--- src/sv/tpq_pkg.sv ---
// ----------------------------------------------------------------------------
// tpq_pkg
// Shared types and codes for the three-level priority queue.
// ----------------------------------------------------------------------------
package tpq_pkg;

  localparam int unsigned TABLE_DEPTH_DEF = 16;
  localparam int unsigned ID_W            = 16;

  typedef enum logic [1:0] {
    CMD_REGISTER = 2'd0,
    CMD_SET_PRIO = 2'd1,
    CMD_SERVE    = 2'd2,
    CMD_NONE     = 2'd3
  } cmd_t;

  typedef enum logic [1:0] {
    ST_OK        = 2'd0,
    ST_NOT_FOUND = 2'd1,
    ST_EMPTY     = 2'd2,
    ST_FULL      = 2'd3
  } status_t;

  typedef enum logic [1:0] {
    LVL_HIGH    = 2'd0,
    LVL_MEDIUM  = 2'd1,
    LVL_LOW     = 2'd2,
    LVL_INVALID = 2'd3
  } level_t;

  typedef struct packed {
    logic [ID_W-1:0] id;
    logic [1:0]      level;
  } slot_t;

endpackage

--- src/sv/tpq_if.sv ---
// ----------------------------------------------------------------------------
// tpq_cmd_if / tpq_rsp_if
// Valid/ready channels for queue commands and their responses.
// ----------------------------------------------------------------------------
interface tpq_cmd_if;
  logic        valid;
  logic        ready;
  logic [1:0]  command;
  logic [15:0] entry_id;
  logic [1:0]  new_level;

  modport source (output valid, output command, output entry_id, output new_level,
                  input ready);
  modport sink (input valid, input command, input entry_id, input new_level,
                output ready);
endinterface

interface tpq_rsp_if;
  logic        valid;
  logic        ready;
  logic [1:0]  status;
  logic [15:0] served_id;
  logic [1:0]  served_level;

  modport source (output valid, output status, output served_id, output served_level,
                  input ready);
  modport sink (input valid, input status, input served_id, input served_level,
                output ready);
endinterface

--- src/sv/tpq_mem.sv ---
// ----------------------------------------------------------------------------
// tpq_mem
// Slot table: one write port, one read port, registered read data.
// ----------------------------------------------------------------------------
module tpq_mem
  import tpq_pkg::*;
#(
  parameter int unsigned DEPTH = TABLE_DEPTH_DEF,
  localparam int unsigned IW   = (DEPTH > 1) ? $clog2(DEPTH) : 1
) (
  input  logic          clk,
  input  logic          wr_en,
  input  logic [IW-1:0] wr_addr,
  input  slot_t         wr_data,
  input  logic [IW-1:0] rd_addr,
  output slot_t         rd_data
);

  slot_t mem [DEPTH];

  always_ff @(posedge clk) begin
    if (wr_en) begin
      mem[wr_addr] <= wr_data;
    end
  end

  always_ff @(posedge clk) begin
    rd_data <= mem[rd_addr];
  end

endmodule

--- src/sv/three_level_priority_queue.sv ---
// Timing: register, unused and rejected commands go from IDLE to DONE and then into
// the output register; set-priority reads one slot per cycle until the match or the
// last slot; serve scans every slot, then, when slots above the pick move down, shifts
// each of them with one read and one write; DONE waits for a free output register.
// Throughput: one transaction in flight; the next is accepted once its result has
// entered the output register, even while that response still waits.
// Reset: synchronous; empties the table (fill count zero), drops any response.
// ----------------------------------------------------------------------------
// three_level_priority_queue
// Strict three-level priority queue, first-in first-out within a level, kept
// as an arrival-ordered slot table in a single-port-read synchronous memory.
// ----------------------------------------------------------------------------
module three_level_priority_queue
  import tpq_pkg::*;
#(
  parameter int unsigned TABLE_DEPTH = TABLE_DEPTH_DEF
) (
  input  logic       clk,
  input  logic       rst,
  tpq_cmd_if.sink    cmd,
  tpq_rsp_if.source  rsp
);

  localparam int unsigned IW = (TABLE_DEPTH > 1) ? $clog2(TABLE_DEPTH) : 1;
  localparam int unsigned CW = $clog2(TABLE_DEPTH + 1);
  localparam logic [CW-1:0] DEPTH_C = CW'(TABLE_DEPTH);

  typedef enum logic [3:0] {
    S_IDLE  = 4'b0001,
    S_SCAN  = 4'b0010,
    S_SHIFT = 4'b0100,
    S_DONE  = 4'b1000
  } state_t;

  // Control state
  state_t        state, state_next;
  logic [CW-1:0] count, count_next;      // occupied slots, oldest at slot 0
  logic [CW-1:0] iss, iss_next;          // next slot address to read
  logic          pend, pend_next;        // a read is in flight
  logic [IW-1:0] pend_idx, pend_idx_next;
  logic          out_valid, out_valid_next;

  // Payload registers
  cmd_t            op, op_next;
  logic [ID_W-1:0] key_id, key_id_next;
  logic [1:0]      key_level, key_level_next;
  logic [1:0]      best_level, best_level_next;
  logic [ID_W-1:0] best_id, best_id_next;
  logic [IW-1:0]   pick, pick_next;
  status_t         res_status, res_status_next;
  logic [ID_W-1:0] res_id, res_id_next;
  logic [1:0]      res_level, res_level_next;
  status_t         out_status;
  logic [ID_W-1:0] out_id;
  logic [1:0]      out_level;

  // Memory port
  logic          wr_en;
  logic [IW-1:0] wr_addr;
  slot_t         wr_data;
  logic [IW-1:0] rd_addr;
  slot_t         rd_data;

  logic            accept;
  logic            take;
  logic            last_scan;
  logic [1:0]      cand_level;
  logic [ID_W-1:0] cand_id;
  logic [IW-1:0]   cand_pick;

  tpq_mem #(.DEPTH(TABLE_DEPTH)) u_mem (
    .clk     (clk),
    .wr_en   (wr_en),
    .wr_addr (wr_addr),
    .wr_data (wr_data),
    .rd_addr (rd_addr),
    .rd_data (rd_data)
  );

  assign accept      = cmd.valid && cmd.ready;
  assign cmd.ready   = (state == S_IDLE);

  assign rsp.valid        = out_valid;
  assign rsp.status       = out_status;
  assign rsp.served_id    = out_id;
  assign rsp.served_level = out_level;

  // Serve scan: keep the first slot of the lowest level code seen so far.
  assign take       = (pend_idx == '0) || (rd_data.level < best_level);
  assign cand_level = take ? rd_data.level : best_level;
  assign cand_id    = take ? rd_data.id    : best_id;
  assign cand_pick  = take ? pend_idx      : pick;
  assign last_scan  = (CW'(pend_idx) == CW'(count - 1'b1));

  always_comb begin
    state_next      = state;
    count_next      = count;
    iss_next        = iss;
    pend_next       = 1'b0;
    pend_idx_next   = pend_idx;
    op_next         = op;
    key_id_next     = key_id;
    key_level_next  = key_level;
    best_level_next = best_level;
    best_id_next    = best_id;
    pick_next       = pick;
    res_status_next = res_status;
    res_id_next     = res_id;
    res_level_next  = res_level;
    out_valid_next  = out_valid;
    wr_en           = 1'b0;
    wr_addr         = '0;
    wr_data         = '0;
    rd_addr         = iss[IW-1:0];

    // Drop the response once the sink takes it.
    if (out_valid && rsp.ready) begin
      out_valid_next = 1'b0;
    end

    unique case (state)
      S_IDLE: begin
        if (accept) begin
          op_next         = cmd_t'(cmd.command);
          key_id_next     = cmd.entry_id;
          key_level_next  = cmd.new_level;
          res_status_next = ST_OK;
          res_id_next     = '0;
          res_level_next  = '0;
          iss_next        = '0;
          state_next      = S_DONE;
          unique case (cmd_t'(cmd.command))
            CMD_REGISTER: begin
              // Append at low priority behind the youngest slot.
              if (count == DEPTH_C) begin
                res_status_next = ST_FULL;
              end else begin
                wr_en      = 1'b1;
                wr_addr    = count[IW-1:0];
                wr_data    = '{id: cmd.entry_id, level: LVL_LOW};
                count_next = count + 1'b1;
              end
            end
            CMD_SET_PRIO: begin
              // Reject the undefined level before any search.
              if (cmd.new_level == LVL_INVALID || count == '0) begin
                res_status_next = ST_NOT_FOUND;
              end else begin
                state_next = S_SCAN;
              end
            end
            CMD_SERVE: begin
              if (count == '0) begin
                res_status_next = ST_EMPTY;
              end else begin
                state_next = S_SCAN;
              end
            end
            CMD_NONE: begin
              res_status_next = ST_OK;
            end
            default: begin
              res_status_next = ST_OK;
            end
          endcase
        end
      end

      S_SCAN: begin
        // Issue one read per cycle, oldest slot first.
        if (iss < count) begin
          pend_next     = 1'b1;
          pend_idx_next = iss[IW-1:0];
          iss_next      = iss + 1'b1;
        end
        if (pend) begin
          if (op == CMD_SET_PRIO) begin
            if (rd_data.id == key_id) begin
              // Oldest match: rewrite its level and stop the walk.
              wr_en      = 1'b1;
              wr_addr    = pend_idx;
              wr_data    = '{id: rd_data.id, level: key_level};
              pend_next  = 1'b0;
              state_next = S_DONE;
            end else if (last_scan) begin
              res_status_next = ST_NOT_FOUND;
              state_next      = S_DONE;
            end
          end else begin
            best_level_next = cand_level;
            best_id_next    = cand_id;
            pick_next       = cand_pick;
            if (last_scan) begin
              res_id_next    = cand_id;
              res_level_next = cand_level;
              count_next     = count - 1'b1;
              pend_next      = 1'b0;
              // Close the gap: slots above the pick move down by one.
              if (CW'(cand_pick) < count - 1'b1) begin
                iss_next   = CW'(cand_pick) + 1'b1;
                state_next = S_SHIFT;
              end else begin
                state_next = S_DONE;
              end
            end
          end
        end
      end

      S_SHIFT: begin
        // Read slot i+1 while writing slot i-1 back; a write never lands on
        // an address still to be read, so no forwarding is needed.
        if (iss <= count) begin
          pend_next     = 1'b1;
          pend_idx_next = iss[IW-1:0];
          iss_next      = iss + 1'b1;
        end
        if (pend) begin
          wr_en   = 1'b1;
          wr_addr = pend_idx - 1'b1;
          wr_data = rd_data;
          if (CW'(pend_idx) == count) begin
            pend_next  = 1'b0;
            state_next = S_DONE;
          end
        end
      end

      S_DONE: begin
        // Hand the result over once the output register is free.
        if (!out_valid || rsp.ready) begin
          out_valid_next = 1'b1;
          state_next     = S_IDLE;
        end
      end

      default: begin
        state_next = S_IDLE;
      end
    endcase
  end

  always_ff @(posedge clk) begin
    if (rst) begin
      state     <= S_IDLE;
      count     <= '0;
      iss       <= '0;
      pend      <= 1'b0;
      out_valid <= 1'b0;
    end else begin
      state     <= state_next;
      count     <= count_next;
      iss       <= iss_next;
      pend      <= pend_next;
      out_valid <= out_valid_next;
    end
  end

  always_ff @(posedge clk) begin
    pend_idx   <= pend_idx_next;
    op         <= op_next;
    key_id     <= key_id_next;
    key_level  <= key_level_next;
    best_level <= best_level_next;
    best_id    <= best_id_next;
    pick       <= pick_next;
    res_status <= res_status_next;
    res_id     <= res_id_next;
    res_level  <= res_level_next;
    if (state == S_DONE && (!out_valid || rsp.ready)) begin
      out_status <= res_status;
      out_id     <= res_id;
      out_level  <= res_level;
    end
  end

`ifndef ASSERT_OFF
  a_count_bound: assert property (@(posedge clk) disable iff (rst)
    count <= DEPTH_C)
    else $error("fill count beyond table depth");

  a_register_grows: assert property (@(posedge clk) disable iff (rst)
    (accept && cmd.command == CMD_REGISTER && count < DEPTH_C)
      |=> count == CW'($past(count) + 1'b1))
    else $error("register did not append a slot");

  a_serve_empty: assert property (@(posedge clk) disable iff (rst)
    (accept && cmd.command == CMD_SERVE && count == '0)
      |=> (state == S_DONE && res_status == ST_EMPTY))
    else $error("serve on empty table not reported");

  a_shift_addr: assert property (@(posedge clk) disable iff (rst)
    (state == S_SHIFT && pend) |-> (pend_idx != '0 && CW'(pend_idx) <= count))
    else $error("shift write outside occupied slots");
`endif

endmodule

--- src/flat_wrapper.sv ---
// flat-port wrapper written by rule: the top's interface ports become plain ports
module three_level_priority_queue_flat import tpq_pkg::*;
#(
  parameter int unsigned TABLE_DEPTH = TABLE_DEPTH_DEF
)
  (clk, rst, cmd_valid, cmd_command, cmd_entry_id, cmd_new_level, cmd_ready, rsp_valid, rsp_status, rsp_served_id, rsp_served_level, rsp_ready);
  tpq_cmd_if cmd_i ();
  tpq_rsp_if rsp_i ();
  input  logic clk;
  input  logic rst;
  input wire logic [$bits(cmd_i.valid)-1:0] cmd_valid;
  input wire logic [$bits(cmd_i.command)-1:0] cmd_command;
  input wire logic [$bits(cmd_i.entry_id)-1:0] cmd_entry_id;
  input wire logic [$bits(cmd_i.new_level)-1:0] cmd_new_level;
  output wire logic [$bits(cmd_i.ready)-1:0] cmd_ready;
  output wire logic [$bits(rsp_i.valid)-1:0] rsp_valid;
  output wire logic [$bits(rsp_i.status)-1:0] rsp_status;
  output wire logic [$bits(rsp_i.served_id)-1:0] rsp_served_id;
  output wire logic [$bits(rsp_i.served_level)-1:0] rsp_served_level;
  input wire logic [$bits(rsp_i.ready)-1:0] rsp_ready;
  assign cmd_i.valid = cmd_valid;
  assign cmd_i.command = cmd_command;
  assign cmd_i.entry_id = cmd_entry_id;
  assign cmd_i.new_level = cmd_new_level;
  assign cmd_ready = cmd_i.ready;
  assign rsp_valid = rsp_i.valid;
  assign rsp_status = rsp_i.status;
  assign rsp_served_id = rsp_i.served_id;
  assign rsp_served_level = rsp_i.served_level;
  assign rsp_i.ready = rsp_ready;
  three_level_priority_queue #(.TABLE_DEPTH(TABLE_DEPTH)) u_core (.clk(clk), .rst(rst), .cmd(cmd_i), .rsp(rsp_i));
endmodule
--- config.mk ---
export PLATFORM = sky130hd
export DESIGN_NAME = three_level_priority_queue_flat
export DESIGN_NICKNAME = d
export VERILOG_FILES = /design/src/sv/tpq_pkg.sv /design/src/sv/tpq_if.sv /design/src/sv/tpq_mem.sv /design/src/sv/three_level_priority_queue.sv /design/src/flat_wrapper.sv
export SDC_FILE = /design/constraint.sdc
export NUM_CORES = 1
export LEC_CHECK = 0
export BUFFER_PORTS_ARGS = -buffer_cell sky130_fd_sc_hd__buf_4
export CORE_ASPECT_RATIO = 1.2
export CORE_MARGIN = 2
export CORE_UTILIZATION = 35
export CTS_CLUSTER_SIZE = 25
export DETAILED_ROUTE_END_ITERATION = 8
export SLEW_MARGIN = 10
export SYNTH_ARGS = -nofsm -noshare
export SYNTH_HDL_FRONTEND = slang
export SYNTH_SLANG_ARGS = --single-unit
--- constraint.sdc ---
create_clock -name clk -period 4.3 [get_ports clk]
set_clock_uncertainty 0.2 [all_clocks]
set_input_delay 0.86 -clock clk [delete_from_list [all_inputs] [get_ports clk]]
set_output_delay 0.86 -clock clk [all_outputs]
set_load 0.005 [all_outputs]
Word-level counts from Yosys, hierarchy flattened --
Memory sizes are Yosys's and may differ from the RTL's. A register that Yosys moved wholly into a read port is not among the register bits. Index checks and enable logic that the tools add are counted.
Storage, ports and cells: register bits after elaboration 102, bits in writable memories 288, bits of input ports 24, output and inout bits 22, logic and storage cells 171, memories 1
Operators by class: $add $sub $neg 5, order comparisons 4, equality and inequality tests 28, mux-type cells 93, bitwise operators 1, reduce and logical (&&, ||, !) cells 21
Memories:
- u_core.u_mem.mem | words 16, bits a word 18, read ports 1, clocked after memory_dff 1, wr ports 1, RTL line tpq_mem.sv:19 | slot_t mem [DEPTH];
Operator list (count):
- $mux W18 | 7
- $mux W4 | 22
- $mux W16 | 5
- $mux W5 | 13
- $pmux W18 S3 | 1
- $pmux W16 S2 | 1
- $mux W2 | 12
- $mux W1 | 21
- $eq A16 B16 Y1 | 1
- $ne A2 B1 Y1 const B | 8
- $pmux W4 S2 | 2
- $pmux W4 S4 | 1
- $pmux W5 S3 | 1
- $reduce_and A7 Y1 | 2
- $pmux W4 S3 | 1
- $add A5 B1 Y5 const B | 2
- $eq A4 B5 Y1 | 2
- $ne A2 B2 Y1 const B | 5
- $pmux W5 S2 | 1
- $reduce_and A3 Y1 | 3
- $pmux W2 S2 | 2
- $pmux W2 S4 | 1
- $eq A2 B2 Y1 const B | 3
- $ne A3 B1 Y1 const B | 2
- other kinds (27) | 33

Depth between registers and ports, before layout --
Gate-level depths: netlist (run 1).
word-level depth 9, gate-level depth with buffers 12, mapped depth without buffers 11

By module --
Synthesis (run 1) repeated with hierarchy kept, for this count alone.
Unflattened totals: cell total of the unflattened synthesis 939, area total of the unflattened synthesis 16689.8 sq um
By module, submodules not included:
- tpq_mem | times used 1, cells each 482, area an instance 11323.4 sq um, seq. area each 9008.6 sq um
- three_level_priority_queue | times used 1, cells each 457, area an instance 5366.4 sq um, seq. area each 2902.8 sq um

Worst setup path before layout (run 1) --
Ideal clock, no wire load.
path type input -> register, start in cmd_command[0], end mem u_core.u_mem.mem[0][0] (netlist name) (enable), library setup time 393 ps, data arrival time 2829 ps, data required time 3707 ps, path slack 879 ps, stages 8, path buffers 1, cell sequence inv_1 > ha_1 > nand3_1 > a21oi_1 > buf_2 > and3_1 > o21ai_0 > nor2_1
On the way: longest elaborated chain between the ends 6, elaborated cells on any way between the ends 9, those cells by class mux: 8; reduce/logical: 1
Ends and longest elaborated chain:
- start: declaration | RTL line flat_wrapper.sv:12 | input wire logic [$bits(cmd_i.command)-1:0] cmd_command;
- $logic_not A2 Y1 * | RTL line three_level_priority_queue.sv:132 | unique case (cmd_t'(cmd.command))
- $mux W1 | RTL line three_level_priority_queue.sv:132
- $mux W1 | RTL line three_level_priority_queue.sv:123 | if (accept) begin
- $pmux W1 S3 | RTL line three_level_priority_queue.sv:121 | unique case (state)
- $mux W1 | RTL line tpq_mem.sv:22 | if (wr_en) begin
- $mux W1 (implied by the code) | RTL line tpq_mem.sv:23 | mem[wr_addr] <= wr_data;
- end: declaration | RTL line tpq_mem.sv:19
Mark *: on every way between the ends. The rest lies on a longest branch, timed or not.

Worst setup path after layout (run 1) --
start reg u_core.pend_idx[0], end reg u_core.state[2]
On the way: longest elaborated chain between the ends 9, elaborated cells on any way between the ends 15, those cells by class order compare: 1; eq/ne: 5; mux: 6; reduce/logical: 3
Ends and longest elaborated chain:
- start: declaration | RTL line three_level_priority_queue.sv:40 | logic [IW-1:0] pend_idx, pend_idx_next;
- start signal: assignment | RTL line three_level_priority_queue.sv:260 | pend_idx <= pend_idx_next;
- $logic_not A4 Y1 | RTL line three_level_priority_queue.sv:89 | assign take = (pend_idx == '0) || (rd_data.level < best_level);
- $logic_or A1 B1 Y1 | RTL line three_level_priority_queue.sv:89
- $mux W4 | RTL line three_level_priority_queue.sv:92 | assign cand_pick = take ? pend_idx : pick;
- named net u_core.cand_pick[3] | RTL line three_level_priority_queue.sv:69 | logic [IW-1:0] cand_pick;
- $lt A4 B5 Y1 | RTL line three_level_priority_queue.sv:199 | if (CW'(cand_pick) < count - 1'b1) begin
- $mux W4 | RTL line three_level_priority_queue.sv:199
- $mux W4 | RTL line three_level_priority_queue.sv:193 | if (last_scan) begin
- $mux W4 | RTL line three_level_priority_queue.sv:177 | if (op == CMD_SET_PRIO) begin
- $mux W4 | RTL line three_level_priority_queue.sv:176 | if (pend) begin
- $pmux W4 S4 | RTL line three_level_priority_queue.sv:121
- end signal: assignment | RTL line three_level_priority_queue.sv:251 | state <= state_next;
- end: declaration | RTL line three_level_priority_queue.sv:36 | state_t state, state_next;
The timed path passes the listed nets, and every way through them passes these cells. The select of a mux whose other input is x is not followed. A chain may end at the register's enable or synchronous reset.

==> metrics.md, run 1 <==
| Metric | Value |
|---|---|
| Status | `complete, no violations` |
| Design area | `around 19000 um^2` |
| Post-CTS setup buffer count | `0` |
| Final HPWL DP | `about 23000 um` |
| Fin. Hold Viols | `0` |
| Simple-gate portion of the synthesized area | `0.0572` |
| Slew margin rel. | `0.256` |
| Crit-path cells | `inv_1 > ha_1 > nor3b_4 > nand2b_1 > o21ai_0 > ha_1 > a21o_1 > nand2_1 > o21ai_1 > or4_1 > a21oi_1` |
| Post-synth EDFFs | `374` |
| Post-place instance area | `approximately 18000 um^2` |
| Clock latency on the worst-skew pair | `0.55 ns` |
| Starting DRT DRC Count | `735` |
| # setup viols final | `0` |
| IO Port Bufs | `between 40 and 50` |
| Post-synthesis adder-cell area fraction | `0.0128` |
| Setup TNS | `0 ns` |
| Complex-gate fraction of the synthesized area | `0.0447` |
| Row cnt | `between 80 and 90` |
| Slew @ Worst Pin | `roughly 1.1 ns` |
| LEAKAGE | `6.19 nW` |
| Routed Wire Length | `34300 um` |
| WL/cell | `approximately 21 um` |
| Minimum clock period | `3.67 ns` |
| Final net count | `1021` |
| Reg-to-reg setup timing slack | `between 0.6 and 0.7 ns` |
| Pins Over Slew Limit | `0` |
| Drt first pass iters | `5` |
| Syn Nets | `between 900 and 1000` |
| Die Y | `243 um` |
| Cell Int Power | `6.47 mW` |
| Clock Path Buffers | `3` |
| Post-synth top flop | `edfxtp_1` |
| Resize count post-CTS | `0` |
| Vias per std cell | `slightly above 5` |
| Worst r2r dst | `u_core.state[2]` |
| Switching share of power | `0.207` |
| Hold slack | `0.211 ns` |
| Sequential share of power | `0.548` |
| Die area | `around 50000 um^2` |
| NetSw | `1.69 mW` |
| Seq/Total Area, Yosys | `0.713` |
| Cells after DPL | `1563` |
| Multi-input logic area | `4600 um^2` |
| Critical path's largest stage delay | `0.56 ns` |
| Post-CTS Hold Buffers | `0` |
| Largest family of logic cells by synthesized area | `multiplexers` |
| CTS tree | `done` |
| Crit path required time | `between 4 and 5 ns` |
| Delay-heaviest family, CP | `compound AO/OA/AOI/OAI gates` |
| Clk slew on worst S/H paths | `0.07 ns` |
| Mapped Cells | `~910` |
| Worst Setup EP | `u_core.state[2]` |
| Crit path from | `u_core.pend_idx[0]` |
| Vias in the first global route | `8613` |
| Crit path DAT | `3.95 ns` |
| H-Tree Depth | `2` |
| Vias | `about 8400` |
| Worst setup path category | `register to register` |
| Hold Crit Class | `register to register` |
| Chip Width | `204 um` |
| Maxcap violations | `0` |
| Asr flop ratio synth | `0` |
| Post-synth cell types | `75` |
| DRC | `0` |
| Routing usage on met2 | `0.227` |
| Initial Util | `0.355` |
| Critical path depth in cells | `11` |
| Worst setup SP type | `register` |
| GR Layer Usage met3 | `0.0233` |
| Sink Count | `408` |
| Share of total power in combinational logic | `0.045` |
| Xor/xnor share of the synthesized area | `0.0194` |
| Crit path top cell by count | `ha_1` |
| Yosys warns | `0` |
| Syn Area/Cell | `approximately 18 um^2` |
| Crit share post-route | `0.854` |
| Area delta synth->final | `14.4%` |
| Busiest layer in global routing | `met2` |
| PwrDens | `427 nW/um^2` |
| Final cell count without fillers | `1628` |
| Post-DRT Antenna Nets | `0` |
| Largest net degree at the start of global routing | `43` |
| Max FO, Critical Path | `9` |
| RSZ-0062 raised after global routing | `false` |
| Antenna violations before repair | `0` |
| Critical Path Slowest Stage Cell | `edfxtp_1` |
| M1 GR Usage | `0.194` |
| First-pass GRT wire length | `between 50000 and 60000 um` |
| Worst-case reg-to-reg path depth | `11` |
| Root Driver | `clkbuf_16` |
| Synth Cell Area | `16700 um^2` |
| Worst reg2reg startpoint | `u_core.pend_idx[0]` |
| Max frequency | `272 MHz` |
| GRT Overall Usage | `0.140` |
| Ports | `between 40 and 50` |
| Num CTS Buffers | `39` |
| WP buf/inv | `1` |
| Gr ovfl total | `0` |
| Clk pwr share | `0.407` |
| #FFs+latches synth | `408` |
| Number of antenna diodes | `0` |
| Worst vdd ir | `0.000308 V` |
| Worst setup EP type | `register` |
| Register area | `between 10000 and 15000 um^2` |
| Layout cells sized above 1 | `0.276` |
| Filler cells | `4176` |
| Routability congestion estimate from global placement | `0.822` |
| Core footprint | `47100 um^2` |
| Multiplexer area fraction after synthesis | `0.138` |
[synth_stat cells (all sizes together) (3+ instances only)]
| cell | n | area (um^2) |
|---|---|---|
| mux4 | 90 | 2030 |
| nor4 | 4 | 31.3 |
| and3 | 5 | 31.3 |
| nor3 | 9 | 45.0 |
| nor2b | 4 | 25.0 |
| edfxtp | 374 | 11200 |
| inv | 17 | 63.8 |
| nand2 | 27 | 104 |
| nor3b | 4 | 51.3 |
| and2 | 22 | 138 |
| mux2 | 21 | 236 |
| o211ai | 5 | 47.5 |
| dfxtp | 34 | 681 |
| a21oi | 22 | 114 |
| o22ai | 7 | 43.8 |
| nand3 | 10 | 50.1 |
| nor4b | 3 | 56.3 |
| ha | 16 | 200 |
| buf | 27 | 129 |
| nand2b | 13 | 81.3 |
| or3 | 4 | 25.0 |
| xor2 | 21 | 184 |
| or2 | 3 | 18.8 |
| nor2 | 49 | 201 |
| a21o | 4 | 30.0 |
| nand3b | 3 | 22.5 |
| nand4 | 4 | 31.3 |
| a22o | 17 | 150 |
| a211o | 3 | 26.3 |
| mux2i | 4 | 40.0 |
| clkbuf | 18 | 67.6 |
| o21a | 3 | 22.5 |
| a31oi | 5 | 31.3 |
| o21ai | 17 | 88.8 |
| xnor2 | 16 | 140 |
[per-layer routing]
| metal | vias to the layer above | wire [um] | share of wire |
|---|---|---|---|
| met1 | 4372 | 15300 | 0.45 |
| li1 | 3794 | - | - |
| met2 | 213 | 16600 | 0.49 |
| met5 | - | 0 | 0 |
| met4 | 0 | 745 | 0.022 |
| met3 | 49 | 1610 | 0.047 |
[placed cells by master, fill, tap and decap left out, types with 4 or more instances in the layout]
cell type / instances
a21o_1: 4
a21oi_1: 20
a22o_1: 16
a31oi_1: 5
and2_1: 21
and3_1: 5
buf_4: 72
clkbuf_1: 11
clkbuf_16: 39
dfxtp_1: 31
edfxtp_1: 374
ha_1: 16
inv_1: 17
mux2_2: 21
mux2i_1: 4
mux4_2: 90
nand2_1: 26
nand2b_1: 13
nand3_1: 10
nor2_1: 30
nor2_2: 17
nor3_1: 8
o21ai_0: 13
o22ai_1: 7
or3_1: 4
xnor2_1: 16
xor2_1: 21
[worst min-delay path by stage]
stage	endpoint	startpoint	slack (ns)	cells past startpoint
floorplan	u_core.rsp.served_id[0]	u_core.res_id[0]	0.20	0
global placement	u_core.rsp.served_id[4]	u_core.res_id[4]	0.20	0
detailed placement	u_core.rsp.served_id[3]	u_core.res_id[3]	0.20	0
CTS	u_core.rsp.served_id[3]	u_core.res_id[3]	0.21	0
global route	u_core.rsp.served_level[0]	u_core.res_level[0]	0.22	0
finish	u_core.rsp.served_id[3]	u_core.res_id[3]	0.21	0
[cell families after synthesis]
kind of cell | count (synthesis)
simple gates | 169
xor+xnor | 37
flops | 408
buf+inv | 62
mux | 115
fa+ha+maj | 17
compound gates | 105
[layout make-up]
class | count | area share
Inverter | 17 | 0.00334
Clock inverter | 13 | 0.00936
Tap cell | 623 | 0.0408
Sequential cell | 408 | 0.623
Timing Repair Buffer | 72 | 0.0283
Clock buffer | 52 | 0.0546
Multi-Input combinational cell | 443 | 0.240
[metrics by stage]
| step | worst slack, ns | power, mW | utilization |
|---|---|---|---|
| after detailed placement | 0.651 | 4.93 | 0.380 |
| final | 0.630 | 8.16 | 0.406 |
| after global routing | 0.451 | 8.45 | 0.406 |
| after global placement | 0.766 | 4.92 | 0.380 |
| after CTS | 0.668 | 8.26 | 0.406 |
| after floorplan | 0.879 | 4.78 | - |
[power by group through the flow]
stage	sequential (mW)	clock (mW)	combinational [mW]
5_1_grt	4.48	3.56	0.403
4_1_cts	4.48	3.42	0.370
3_3_place_gp	4.56	0	0.364
2_1_floorplan	4.54	0	0.246
3_5_place_dp	4.56	0	0.369
6_report	4.48	3.32	0.366
[sequential cells by signal, indices dropped and copies added, names as in the netlist, 5 cells and up]
register and count:
u_core.best_id 16, u_core.count 5, u_core.iss 5, u_core.key_id 16, u_core.res_id 16, u_core.rsp.served_id 16
u_core.u_mem.mem 288, u_core.u_mem.rd_data 18
Power figures use the tool's default switching activity.
==> inputs of run 2 (changes only) <==
Settings changed: CORE_UTILIZATION 35 to 40, SLEW_MARGIN 10 to 20.
==> metrics.md, run 2 (synthesis results as in run 1) <==
| Metric | Value |
|---|---|
| Status | `complete, no violations` |
| Crit share post-route | `0.798 (-0.0552)` |
| Largest regs | `u_core.u_mem.mem x288, u_core.u_mem.rd_data x18` |
| Crit-path cells | `inv_1 > ha_1 > nor3b_4 > nand2b_1 > o21ai_0 > buf_4 > ha_1 > a21o_1 > nand2_1 > o21ai_1 > or4_1 > a21oi_1` |
| Routed Wire Length | `34500 um (+0.58%)` |
| Largest net degree at the start of global routing | `73 (+70%)` |
| Post-CTS setup buffer count | `0 (unchanged)` |
| Clock latency on the worst-skew pair | `0.55 ns (about the same)` |
| WL/cell | `22.1 um (+5.0%)` |
| Worst vdd ir | `0.000241 V (-22%)` |
| Area delta synth->final | `14.6%` |
| Maxcap violations | `0 (unchanged)` |
| IO Port Bufs | `45 (unchanged)` |
| RSZ-0062 raised after global routing | `false` |
| Post-CTS Hold Buffers | `0 (unchanged)` |
| Post-DRT Antenna Nets | `0 (unchanged)` |
| Final core utilization | `0.461 (+0.0551)` |
| Critical Path Slowest Stage Cell | `edfxtp_1` |
| Hold Crit Class | `register to register` |
| Ports | `46 (unchanged)` |
| Slew margin rel. | `0.325 (+0.0691)` |
| PwrDens | `434 nW/um^2 (+1.8%)` |
| Layout cells sized above 1 | `0.277 (+0.00177)` |
| Drt first pass iters | `5 (unchanged)` |
| Final net count | `1023 (+0.20%)` |
| Setup TNS | `0 ns (unchanged)` |
| Pins Over Slew Limit | `0 (unchanged)` |
| Vias | `8464 (+0.43%)` |
| Crit path required time | `4.58 ns (about the same)` |
| Root Driver | `clkbuf_16` |
| Critical path's largest stage delay | `0.56 ns (about the same)` |
| Row cnt | `82 (-5.7%)` |
| Crit path top cell by count | `ha_1` |
| Starting DRT DRC Count | `666 (-9.4%)` |
| Clock Path Buffers | `3 (unchanged)` |
| Largest Register | `u_core.u_mem.mem` |
| Slew @ Worst Pin | `0.997 ns (-0.119 ns)` |
| Max FO, Critical Path | `9 (unchanged)` |
| Max reg flops | `288 (unchanged)` |
| H-Tree Depth | `2 (unchanged)` |
| Chip Width | `191 um (-6.3%)` |
| Gr ovfl total | `0 (unchanged)` |
| LEAKAGE | `6.25 nW (+1.0%)` |
| Vias in the first global route | `8631 (+0.21%)` |
| Die area | `43400 um^2 (-12%)` |
| Sink Count | `408 (unchanged)` |
| Number of antenna diodes | `0 (unchanged)` |
| Minimum clock period | `3.43 ns (-0.237 ns)` |
| Resize count post-CTS | `0 (unchanged)` |
| CTS tree | `done` |
| Antenna violations before repair | `0 (unchanged)` |
| Initial Util | `0.402 (+0.0476)` |
| Fin. Hold Viols | `0 (unchanged)` |
| Routability congestion estimate from global placement | `0.845 (+2.8%)` |
| Commonest cells after routing, fill and taps aside | `edfxtp_1, mux4_2, buf_4` |
| First-pass GRT wire length | `53400 um (+0.68%)` |
| Max frequency | `291 MHz (+6.9%)` |
| Worst setup SP type | `register` |
| # setup viols final | `0 (unchanged)` |
| GRT Overall Usage | `0.162 (+0.0221)` |
| Die Y | `228 um (-6.4%)` |
| Worst setup path category | `register to register` |
| Clk slew on worst S/H paths | `0.06 ns (about the same)` |
| Num CTS Buffers | `39 (unchanged)` |
| Final HPWL DP | `23000 um (-0.59%)` |
| Worst setup EP type | `register` |
| Design area | `19100 um^2 (+0.13%)` |
| Core footprint | `41600 um^2 (-12%)` |
| DRC | `0 (unchanged)` |
| Post-place instance area | `17800 um^2 (-0.34%)` |
| Most common cell after layout, fill and taps aside | `edfxtp_1` |
| Crit path DAT | `3.71 ns (-0.24 ns)` |
| Vias per std cell | `5.43 (+4.9%)` |
## run 2: stage by stage
| step | power, mW | cells | hold slack, ns | setup WS (ns) |
|---|---|---|---|---|
| 2_1_floorplan | 4.78 | 913 | 0.200 | 0.879 |
| 3_3_place_gp | 4.93 | 1487 | 0.202 | 0.803 |
| 3_5_place_dp | 4.94 | 1488 | 0.205 | 0.712 |
| 4_1_cts | 8.42 | 1559 | 0.222 | 0.895 |
| 5_1_grt | 8.61 | 1559 | 0.230 | 0.623 |
| 6_report | 8.32 | 1559 | 0.220 | 0.867 |
## run 2: cell type report
class                   count  area (um^2)
inverters                  17         63.8
clock buffers              55         1070
well taps                 546          683
repair buffers             74          576
flip-flops and latches    408        11900
clock inverters            16          244
multi-input cells         443         4600
fillers                  3538        22400
## run 2: path summary, 6_finish.rpt
check                                         from                       to  slack, ns  depth (start not counted)
worst max-delay path            u_core.pend_idx[0]          u_core.state[2]       0.87                         12
worst min-delay path              u_core.res_id[5]  u_core.rsp.served_id[5]       0.22                          0
worst max register to register  u_core.pend_idx[0]          u_core.state[2]       0.87                         12
worst min register to register    u_core.res_id[5]  u_core.rsp.served_id[5]       0.22                          0
## run 2: worst max-delay path: cells and delay by family, from the launching register on
| family | cells | cell delay (ns) |
|---|---|---|
| DFF | 1 | 0.56 |
| and+or+nand+nor | 4 | 1.15 |
| buffers and inverters | 2 | 0.40 |
| AOI/OAI and AO/OA | 4 | 0.52 |
| adders and majority gates | 2 | 0.54 |
## run 2: where the power goes
part,total [mW],internal [mW],switching (mW)
sequential,4.48,4.43,0.0483
clock,3.47,2.05,1.42
combinational,0.372,0.143,0.229
## run 2: routing by layer
metal	track usage	vias to the layer above	share of wire
met2	0.255	231	0.48
li1	-	3804	-
met5	0	-	0
met4	0.0501	0	0.022
met1	0.235	4379	0.46
met3	0.0232	50	0.046
==> inputs of run 3 (changes only) <==
Clock period 4.3 ns to 3.2 ns, I/O delays scaled along.
==> metrics.md, run 3 (synthesis results as in run 1) <==
| Metric | Value |
|---|---|
| Delay-heaviest family, CP | `simple AND/OR/NAND/NOR gates` |
| Reg-to-reg setup timing slack | `0.17 ns (-0.70 ns)` |
| CTS tree | `done` |
| Worst reg2reg startpoint | `u_core.state[3]` |
| DRC | `0 (unchanged)` |
| Vias in the first global route | `9013 (+4.4%)` |
| Core footprint | `41600 um^2 (unchanged)` |
| Pins Over Slew Limit | `0 (unchanged)` |
| Largest regs | `u_core.u_mem.mem x288, u_core.u_mem.rd_data x18` |
| Chip Width | `191 um (unchanged)` |
| Hold slack | `0.0735 ns (-0.147 ns)` |
| Clk pwr share | `0.414 (-0.003)` |
| Critical path depth in cells | `8 (-4)` |
| Most common cell after layout, fill and taps aside | `edfxtp_1` |
| Starting DRT DRC Count | `722 (+8.4%)` |
| WP buf/inv | `1 (-1)` |
| Row cnt | `82 (unchanged)` |
| Crit path required time | `3.24 ns (-1.34 ns)` |
| WL/cell | `23.0 um (+4.3%)` |
| Largest net degree at the start of global routing | `78 (+6.8%)` |
| Layout cells sized above 1 | `0.306 (+0.0284)` |
| Crit path DAT | `3.07 ns (-0.64 ns)` |
| Worst setup EP type | `register` |
| Clock Path Buffers | `3 (unchanged)` |
| Crit-path cells | `or4b_1 > nor2_4 > nand2_2 > nor2_4 > a221oi_1 > or2_1 > nor2_2 > buf_12` |
| Die Y | `228 um (unchanged)` |
| Final net count | `1063 (+3.9%)` |
| Number of antenna diodes | `0 (unchanged)` |
| Root Driver | `clkbuf_16` |
| Pre-CTS setup slack | `0.0444 ns (-0.667 ns)` |
| Crit share post-route | `0.947 (+0.149)` |
| Fin. Hold Viols | `0 (unchanged)` |
| # setup viols final | `0 (unchanged)` |
| Area delta synth->final | `17.3%` |
| Total Power | `11.2 mW (+34%)` |
| Critical path's largest stage delay | `0.67 ns (+0.11 ns)` |
| Slew @ Worst Pin | `0.773 ns (-0.225 ns)` |
| Crit path from | `u_core.state[3]` |
| Die area | `43400 um^2 (unchanged)` |
| Final WS setup | `0.170 ns (-0.697 ns)` |
| Minimum clock period | `3.03 ns (-0.403 ns)` |
| Largest Register | `u_core.u_mem.mem` |
| Maxcap violations | `0 (unchanged)` |
| Worst setup SP type | `register` |
| RSZ-0062 raised after global routing | `false` |
| Clock latency on the worst-skew pair | `0.55 ns (about the same)` |
| Critical Path Slowest Stage Cell | `or4b_1` |
| Switching share of power | `0.209 (+0.00476)` |
| H-Tree Depth | `2 (unchanged)` |
| Worst vdd ir | `0.000335 V (+39%)` |
| IO Port Bufs | `45 (unchanged)` |
| Max FO, Critical Path | `18 (+9)` |
| Design area | `19600 um^2 (+2.4%)` |
| Vias | `8633 (+2.0%)` |
| Ports | `46 (unchanged)` |
| Max reg flops | `288 (unchanged)` |
| Post-CTS setup buffer count | `0 (unchanged)` |
| Routability congestion estimate from global placement | `0.844 (-0.13%)` |
| Status | `complete, no violations` |
| Hold Crit Class | `primary input to register` |
| Crit path top cell by count | `nor2_4` |
| Max frequency | `330 MHz (+13%)` |
| Slew margin rel. | `0.483 (+0.158)` |
| Post-DRT Antenna Nets | `0 (unchanged)` |
| Worst setup path category | `register to register` |
| Num CTS Buffers | `40 (+2.6%)` |
| GRT Overall Usage | `0.174 (+0.0119)` |
| Final HPWL DP | `25000 um (+8.8%)` |
| Commonest cells after routing, fill and taps aside | `edfxtp_1, buf_4, mux4_2` |
| First-pass GRT wire length | `56600 um (+6.1%)` |
| Gr ovfl total | `0 (unchanged)` |
| HP Start | `cmd_entry_id[14]` |
| Post-place instance area | `18300 um^2 (+2.6%)` |
| Sequential share of power | `0.538 (about the same)` |
| Worst-case reg-to-reg path depth | `8 (-4)` |
| Setup TNS | `0 ns (unchanged)` |
| Routed Wire Length | `36800 um (+6.9%)` |
| Vias per std cell | `5.40 (-0.55%)` |
| LEAKAGE | `6.48 nW (+3.7%)` |
| NetSw | `2.33 mW (+37%)` |
| Clk slew on worst S/H paths | `0.07 ns (about the same)` |
| PwrDens | `569 nW/um^2 (+31%)` |
| Drt first pass iters | `5 (unchanged)` |
| Initial Util | `0.402 (unchanged)` |
| Worst r2r dst | `u_core.u_mem.mem[1][1]` |
| Cell Int Power | `8.82 mW (+33%)` |
| Worst Setup EP | `u_core.u_mem.mem[1][1]` |
| Share of total power in combinational logic | `0.048 (+0.003)` |
| Antenna violations before repair | `0 (unchanged)` |
| Sink Count | `408 (unchanged)` |
[run 3: how the worst min path moves through the flow]
| stage | to | slack, ns | cells past startpoint |
|---|---|---|---|
| 2_1_floorplan | u_core.rsp.served_id[0] | 0.20 | 0 |
| 3_3_place_gp | u_core.rsp.served_level[0] | 0.20 | 0 |
| 3_5_place_dp | u_core.rsp.served_id[2] | 0.21 | 0 |
| 4_1_cts | u_core.key_id[14] | 0.05 | 1 |
| 5_1_grt | u_core.key_id[14] | 0.05 | 1 |
| 6_report | u_core.key_id[14] | 0.07 | 1 |
[run 3: layout make-up]
cell class              count  area, um^2
clock buffers              51        1080
flip-flops and latches    408       11900
well taps                 546         683
fillers                  3471       21900
clock inverters            21         211
inverters                  17        63.8
multi-input cells         443        4610
repair buffers            113        1040
[run 3: what timing repair did]
item,CTS,global route
resized for setup,0,3
setup endpoints to repair,0,85
hold buffers,0,0
[run 3: routing by layer]
| layer | vias up | share of wire | GRT usage |
|---|---|---|---|
| met5 | - | 0 | 0 |
| met4 | 0 | 0.017 | 0.0402 |
| met3 | 46 | 0.043 | 0.0274 |
| met2 | 218 | 0.51 | 0.294 |
| met1 | 4490 | 0.43 | 0.239 |
| li1 | 3879 | - | - |
[run 3: stage by stage]
step / util / instances
2_1_floorplan: - / 913
4_1_cts: 0.472 / 1599
6_report: 0.472 / 1599
3_5_place_dp: 0.440 / 1527
3_3_place_gp: 0.440 / 1527
5_1_grt: 0.472 / 1599
[run 3: power by group through the flow]
| stage | combinational [mW] | clock, mW | sequential (mW) |
|---|---|---|---|
| global placement | 0.535 | 0 | 6.11 |
| floorplan | 0.330 | 0 | 6.09 |
| global route | 0.590 | 4.91 | 6.01 |
| finish | 0.537 | 4.61 | 6.00 |
| CTS | 0.541 | 4.72 | 6.00 |
| detailed placement | 0.538 | 0 | 6.12 |
